## config.mk

```make
export PLATFORM = sky130hd
export DESIGN_NAME = int32_to_decimal_ascii
export DESIGN_NICKNAME = d
export VERILOG_FILES = /design/src/rtl/i2da_pkg.sv /design/src/rtl/int32_to_decimal_ascii.sv
export SDC_FILE = /design/constraint.sdc
export NUM_CORES = 1
export LEC_CHECK = 0
export BUFFER_PORTS_ARGS = -buffer_cell sky130_fd_sc_hd__buf_2
export CORE_UTILIZATION = 50
export CTS_BUF_LIST = sky130_fd_sc_hd__clkbuf_8
export DETAILED_ROUTE_END_ITERATION = 10
export PLACE_DENSITY = 0.79
export SYNTH_ARGS = -nofsm -noshare
export SYNTH_HDL_FRONTEND = slang
export SYNTH_SLANG_ARGS = --single-unit
```

## constraint.sdc

```tcl
create_clock -name aclk -period 3.54 [get_ports aclk]
set_clock_uncertainty 0.15 [all_clocks]
set_input_delay 0.531 -clock aclk [delete_from_list [all_inputs] [get_ports aclk]]
set_output_delay 0.531 -clock aclk [all_outputs]
set_load 0.01 [all_outputs]
```

## src/rtl/i2da_pkg.sv

```systemverilog
package i2da_pkg;

    localparam int BIN_W      = 32;
    localparam int DIGIT_W    = 4;
    localparam int NUM_DIGITS = 10;
    localparam int BCD_W      = DIGIT_W * NUM_DIGITS;
    localparam int CHAR_W     = 7;
    localparam int CNT_W      = $clog2(BIN_W);
    localparam int DLEFT_W    = $clog2(NUM_DIGITS + 1);

    localparam logic [CHAR_W-1:0] CHAR_ZERO  = 7'd48;
    localparam logic [CHAR_W-1:0] CHAR_MINUS = 7'd45;

    localparam logic OP_UNSIGNED = 1'b0;
    localparam logic OP_SIGNED   = 1'b1;

endpackage

```

## src/rtl/int32_to_decimal_ascii.sv

```systemverilog
// Converts one 32-bit value per item to its decimal ASCII text, most significant
// digit first, with no leading zeros; s_op selects unsigned or signed reading, and
// a negative signed value is preceded by '-'. The last character of each value has
// m_last set. An item is loaded, runs through the shift-add-3 converter (one
// input bit per cycle), has its leading zero digits dropped until the first digit
// is found, gets a minus sign if negative, and then sends its digits one by one
// while the output side keeps up, stalling when it does not. The ten digit
// positions are always walked. One item is in work at a time; a new item is taken
// as soon as the last character of the previous one sits in the output register.
module int32_to_decimal_ascii
    import i2da_pkg::*;
(
    input  logic              aclk,
    input  logic              aresetn,
    input  logic              s_valid,
    output logic              s_ready,
    input  logic              s_op,
    input  logic [BIN_W-1:0]  s_value,
    output logic              m_valid,
    input  logic              m_ready,
    output logic [CHAR_W-1:0] m_char_code,
    output logic              m_last
);

    typedef enum logic [2:0] {
        ST_IDLE,
        ST_CONV,
        ST_SKIP,
        ST_SIGN,
        ST_EMIT
    } state_t;

    state_t               state_reg, state_next;
    logic [BIN_W-1:0]     bin_reg, bin_next;
    logic [BCD_W-1:0]     bcd_reg, bcd_next;
    logic [CNT_W-1:0]     cnt_reg, cnt_next;
    logic [DLEFT_W-1:0]   dleft_reg, dleft_next;
    logic                 neg_reg, neg_next;
    logic                 m_valid_reg, m_valid_next;
    logic [CHAR_W-1:0]    m_char_code_reg, m_char_code_next;
    logic                 m_last_reg, m_last_next;

    logic                 out_free;
    logic                 in_neg;
    logic [BCD_W-1:0]     bcd_adj;
    logic [DIGIT_W-1:0]   top_digit;

    assign s_ready     = (state_reg == ST_IDLE);
    assign m_valid     = m_valid_reg;
    assign m_char_code = m_char_code_reg;
    assign m_last      = m_last_reg;

    assign out_free  = !m_valid_reg || m_ready;
    assign in_neg    = (s_op == OP_SIGNED) && s_value[BIN_W-1];
    assign top_digit = bcd_reg[BCD_W-1 -: DIGIT_W];

    // Each BCD digit of 5 or more gets 3 added before the shift doubles it.
    always_comb begin
        for (int i = 0; i < NUM_DIGITS; i++) begin
            if (bcd_reg[i*DIGIT_W +: DIGIT_W] >= DIGIT_W'(5)) begin
                bcd_adj[i*DIGIT_W +: DIGIT_W] = bcd_reg[i*DIGIT_W +: DIGIT_W] + DIGIT_W'(3);
            end else begin
                bcd_adj[i*DIGIT_W +: DIGIT_W] = bcd_reg[i*DIGIT_W +: DIGIT_W];
            end
        end
    end

    always_comb begin
        state_next       = state_reg;
        bin_next         = bin_reg;
        bcd_next         = bcd_reg;
        cnt_next         = cnt_reg;
        dleft_next       = dleft_reg;
        neg_next         = neg_reg;
        m_valid_next     = m_valid_reg && !m_ready;
        m_char_code_next = m_char_code_reg;
        m_last_next      = m_last_reg;

        unique case (state_reg)
            ST_IDLE: begin
                if (s_valid) begin
                    neg_next   = in_neg;
                    bin_next   = in_neg ? (~s_value + BIN_W'(1)) : s_value;
                    bcd_next   = '0;
                    cnt_next   = '0;
                    state_next = ST_CONV;
                end
            end
            ST_CONV: begin
                bcd_next = {bcd_adj[BCD_W-2:0], bin_reg[BIN_W-1]};
                bin_next = {bin_reg[BIN_W-2:0], 1'b0};
                cnt_next = cnt_reg + CNT_W'(1);
                if (cnt_reg == CNT_W'(BIN_W - 1)) begin
                    dleft_next = DLEFT_W'(NUM_DIGITS);
                    state_next = ST_SKIP;
                end
            end
            ST_SKIP: begin
                // A zero value keeps its final digit.
                if (top_digit == '0 && dleft_reg != DLEFT_W'(1)) begin
                    bcd_next   = {bcd_reg[BCD_W-DIGIT_W-1:0], {DIGIT_W{1'b0}}};
                    dleft_next = dleft_reg - DLEFT_W'(1);
                end else begin
                    state_next = neg_reg ? ST_SIGN : ST_EMIT;
                end
            end
            ST_SIGN: begin
                if (out_free) begin
                    m_valid_next     = 1'b1;
                    m_char_code_next = CHAR_MINUS;
                    m_last_next      = 1'b0;
                    state_next       = ST_EMIT;
                end
            end
            ST_EMIT: begin
                if (out_free) begin
                    m_valid_next     = 1'b1;
                    m_char_code_next = CHAR_ZERO + CHAR_W'(top_digit);
                    m_last_next      = (dleft_reg == DLEFT_W'(1));
                    bcd_next         = {bcd_reg[BCD_W-DIGIT_W-1:0], {DIGIT_W{1'b0}}};
                    dleft_next       = dleft_reg - DLEFT_W'(1);
                    if (dleft_reg == DLEFT_W'(1)) begin
                        state_next = ST_IDLE;
                    end
                end
            end
            default: begin
                state_next = ST_IDLE;
            end
        endcase
    end

    always_ff @(posedge aclk) begin
        if (!aresetn) begin
            state_reg   <= ST_IDLE;
            m_valid_reg <= 1'b0;
        end else begin
            state_reg   <= state_next;
            m_valid_reg <= m_valid_next;
        end
        bin_reg         <= bin_next;
        bcd_reg         <= bcd_next;
        cnt_reg         <= cnt_next;
        dleft_reg       <= dleft_next;
        neg_reg         <= neg_next;
        m_char_code_reg <= m_char_code_next;
        m_last_reg      <= m_last_next;
    end

    a_conv_exit: assert property (@(posedge aclk) disable iff (!aresetn)
        state_reg == ST_CONV |=> state_reg == ST_CONV || state_reg == ST_SKIP)
        else $error("converter left its shift phase early");

    a_char_range: assert property (@(posedge aclk) disable iff (!aresetn)
        m_valid_reg |-> (m_char_code_reg == CHAR_MINUS ||
                         (m_char_code_reg >= CHAR_ZERO &&
                          m_char_code_reg <= CHAR_ZERO + CHAR_W'(9))))
        else $error("character is neither a digit nor a minus sign");

    a_load: assert property (@(posedge aclk) disable iff (!aresetn)
        s_valid && s_ready |=> state_reg == ST_CONV && cnt_reg == '0)
        else $error("accepted item did not start conversion");

    a_bcd_digit: assert property (@(posedge aclk) disable iff (!aresetn)
        state_reg == ST_EMIT |-> top_digit <= DIGIT_W'(9) && dleft_reg != '0)
        else $error("invalid BCD digit or digit count at emit");

    a_minus_first: assert property (@(posedge aclk) disable iff (!aresetn)
        state_reg == ST_SIGN && out_free |=> m_valid_reg && !m_last_reg)
        else $error("minus sign was not emitted ahead of the digits");

endmodule
```

### Word level (Yosys, flattened, before mapping)

Index checks and enable logic that the tools add are counted.

* $add $sub $neg: 14
* $lt $le $gt $ge: 10
* eq/ne operators: 14
* multiplexer cells: 39
* bitwise operators: 1
* reductions and logical operators: 19

Operators by type and width (count)
* $pmux W40 S4: 1
* $mux W40: 3
* $mux W32: 2
* $pmux W32 S2: 1
* $mux W4: 12
* $ge A4 B3 Y1 const B: 10
* $add A4 B2 Y4 const B: 9
* $add A32 B1 Y32 const B: 1
* $not A32 Y32: 1
* $mux W3: 8
* $pmux W3 S5: 1
* $mux W7: 2
* $ne A2 B2 Y1 const B: 7
* $pmux W7 S2: 1
* $pmux W4 S3: 1
* $pmux W5 S2: 1
* $reduce_and A4 Y1: 2
* $add A6 B4 Y7 const A: 1
* $eq A3 B2 Y1 const B: 2
* $reduce_and A6 Y1: 1
* $add A5 B1 Y5 const B: 1
* $eq A5 B5 Y1 const B: 1
* $mux W5: 1
* $eq A4 B1 Y1 const B: 1
* other kinds (18): 26

* register bits: 94
* bits of input ports: 37
* output and inout port bits: 10
* word-level logic and storage cells: 106

### Logic depth before layout (Yosys ltp)

* depth after elaboration: 5
* depth in mapped cells: 8
* mapped depth without buffers: 8

### Worst setup path before layout

OpenSTA, ideal clock, no wires.

* path type: register to register
* start point: register state_reg[1]
* end point: register bcd_reg[0] (enable)
* setup time: 0.404 ns
* arrival: 2.736 ns
* data required time: 2.986 ns
* slack: 0.250 ns
* cell stages (with the launch flop): 7
* buffers on the path: 1
* period minus slack after synthesis: 3.290 ns
* cell sequence: dfxtp_1 -> buf_2 -> or2_2 -> nor2_1 -> and2_1 -> or2_2 -> nand2b_1

* cells in the longest elaborated chain, start to end: 3
* elaborated cells on any way between the ends: 9
* those cells by class: eq/ne (6); reduce/logical (3)

Ends and longest elaborated chain
* start, declared: RTL line int32_to_decimal_ascii.sv:33 `state_t state_reg, state_next;`
* start signal, assigned: RTL line int32_to_decimal_ascii.sv:138 `state_reg <= state_next;`
* $logic_not A3 Y1 *
* via s_ready: RTL line int32_to_decimal_ascii.sv:16 `output logic s_ready,`
* $reduce_bool A4 Y1 (no source line) / $ne A2 B2 Y1 (equally long branches)
* $reduce_and A4 Y1 (no source line) *
* end signal, assigned: RTL line int32_to_decimal_ascii.sv:142 `bcd_reg <= bcd_next;`
* end, declared: RTL line int32_to_decimal_ascii.sv:35 `logic [BCD_W-1:0] bcd_reg, bcd_next;`

The timed path passes the listed nets; every way through them passes the cells marked *.
A chain may end at the register's enable or synchronous reset.

### Final worst setup path

* start point: register bcd_reg[36]
* end point: register bcd_reg[26] (enable)

* cells in the longest elaborated chain, start to end: 4

Ends and longest elaborated chain
* $logic_not A4 Y1: RTL line int32_to_decimal_ascii.sv:100 `if (top_digit == '0 && dleft_reg != DLEFT_W'(1)) begin`
* $logic_and A1 B1 Y1: RTL line int32_to_decimal_ascii.sv:100
* $ne A2 B2 Y1 (no source line)
* $reduce_and A4 Y1 (no source line)

Every way passes these cells.

==> impl_metrics.yaml <==
logic_synthesis:
  synthTopCellsByArea: "edfxtp_1, ha_1, o21ai_0, nand2_1, xnor2_1"
  syn_avg_cell_area_sq_um: 9.90
  syn-instance-count: 572
  synth_flop_cell: "edfxtp_1"
  ys.warnings.count: 0
  synthTopCellsByCount: "edfxtp_1, nand2_1, o21ai_0"
  synth_fp_nets: 635
  yosysMostFrequentCell: "edfxtp_1"
  post-synth-top-area-cell: "edfxtp_1"
  synth_cell_types: 56
  synth_seq_cells: 92
  async_flop_share_pct: 0
  ys_seq_area_share_pct: 48.1
  synth.top_cell.area_share_pct: 46.7
  netlist_area_sq_um: 5660
  synth-edff-count: 88
critical_path:
  cp.arrival_ns: 2.53
  cp-start-kind: "flip-flop"
  cp-end-kind: "flip-flop"
  critPathKind: "reg -> reg"
  critPathRequiredTime_ns: 3.38
  crit_chain: "inv_1 > ha_1 > or3b_2 > or3_1 > a21o_1 > nand2b_2 > buf_4"
  startpoint: "bcd_reg[36]"
  path_delay_family: "simple AND/OR/NAND/NOR gates"
  cp_max_fo: 40
  cp_slowest_cell: "or3b_2"
  r2r-start: "bcd_reg[36]"
  crit_buf_inv: 2
  crit_path_max_incr_delay_ns: 0.45
cts:
  path_clk_slew_ns: 0.09
  cts_tree: "yes"
  cts_resized: 0
  cts_num_sinks: 92
  cts_made_buffers: 9
  clockBufferDepth: 2
  cts_hold_buffers: 0
  insertion_delay_ns: 0.36
  htreeDepth: 3
  clock-root-buffer: "clkbuf_8"
  post_cts_buffers: 0
finish:
  antennaDiodeCount: 0
  final_nets: 672
  largest_reg_flops: 40
  area_growth_pct: 9.59
  layout-drive-gt1-share_pct: 13.7
  fin_cells: 754
  final_util_pct: 56.8
sta:
  relSlewSlack_pct: 35.5
  rsz0062_at_grt: "no"
  finalWorstSetupSlack_ns: 0.856
  setup_viol: 0
  slew_viol_final: 0
  max_freq_mhz: 373
  hold_violations: 0
  tightest_slew_ns: 0.968
  fin_crit_sh_pct: 75.8
  fin_hold_ws_ns: 0.279
  layout_min_cycle_time_ns: 2.68
  setup_tns_ns: 0
route:
  dr.pass1.iters: 5
  drc: 0
  vias: 4280
  drt-total-wl_um: 11300
  wl_per_cell_um: 15.0
  drtIter0Drc: 260
  ant_nets: 0
  vias_per_cell: 5.68
power_and_ir_drop:
  p_comb_share_pct: 27.6
  p_leak_uw: 0.00228
  p_switching_uw: 1150
  p_seq_share_pct: 50.1
  p_int_uw: 2320
  clockPowerShare_pct: 22.3
  ir_worst_vdd_mv: 0.318
  p_sw_share_pct: 33.1
  power.density_nw_per_um2: 559
placed_design:
  post-place-ws_ns: 0.863
  io_buffers: 44
  gp_congestion: 0.884
  hpwl_um: 8000
  place_inst: 738
global_route:
  grt_pass1_vias: 4116
  grt_pass1_wl_um: 19000
  grt_use_total_pct: 20.6
  antenna_found_initial: 0
  grt-ovfl-total: 0
  grt_max_degree: 49
floorplanning:
  die_h_um: 108
  ios: 47
  die_w_um: 108
  initial_core_util_pct: 51.8
  fp.dieArea_sq_um: 11800
  rows: 38
  core_sq_um: 10900
worst_hold_path:
  hp-start: "aresetn"
  min_path_type: "in -> reg"
run:
  cap_violations: 0
status:
  status: "completed"
[final timing paths]
kind,endpoint,slack [ns],cells after the start
setup / recovery,bcd_reg[26],0.86,7
hold / removal,state_reg[0],0.28,2
setup reg to reg,bcd_reg[26],0.86,7
hold reg to reg,bin_reg[14],0.38,2
[layer usage]
metal / global-route usage, % / wire [um]
met4: 5.60 / 138
met5: 0 / 0
met1: 26.8 / 5110
met2: 35.5 / 5600
met3: 3.19 / 471
[cell families after synthesis]
family | share of synthesized area (%)
AND/OR/NAND/NOR | 18.4
XOR/XNOR | 6.81
other | 0.133
multiplexers | 0.354
buffers and inverters | 4.48
AO/OA/AOI/OAI | 16.0
flip-flops | 48.1
adder cells (fa/ha/maj) | 5.74
[cell usage in the layout, fill, tap and decap left out, types with 3 or more instances in the layout]
cell type  count
or3_1          5
ha_1          26
nor3b_1       15
o21ai_0       57
xnor2_1       29
buf_2         44
a31oi_1        8
or2_2          3
edfxtp_1      88
nand2b_1      17
and2_1         7
nand4_1        3
o21ai_1        9
nor2_1        32
inv_1         33
nor3_1        10
and3_1         3
a21oi_1       44
a22o_1         9
nand2_1       69
o31ai_1       10
clkbuf_8       9
buf_4          7
nand3_1        3
xor2_1        15
dfxtp_1        4
nor4_1         4
a22oi_1        3
nor2b_1        6
[final cells by class]
cell class | instances | area, sq um
well taps | 140 | 175
repair buffers | 51 | 273
clock inverters | 7 | 90.1
multi-input cells | 422 | 2700
inverters | 33 | 124
flip-flops and latches | 92 | 2720
fillers | 948 | 4730
clock buffers | 9 | 124
[stage by stage]
step | area [sq um] | total power [uW]
6_report | 6210 | 3470
5_1_grt | 6210 | 3700
4_1_cts | 6210 | 3490
3_5_place_dp | 5990 | 2710
3_3_place_gp | 5990 | 2640
2_1_floorplan | 5660 | 2430
[power by group through the flow]
| stage | clock, uW | sequential, uW | combinational (uW) |
|---|---|---|---|
| 3_5_place_dp | 0 | 1760 | 956 |
| 6_report | 775 | 1740 | 957 |
| 5_1_grt | 826 | 1780 | 1090 |
| 3_3_place_gp | 0 | 1740 | 900 |
| 4_1_cts | 784 | 1740 | 964 |
| 2_1_floorplan | 0 | 1690 | 739 |
No activity file was read; power rests on OpenSTA's default activity.
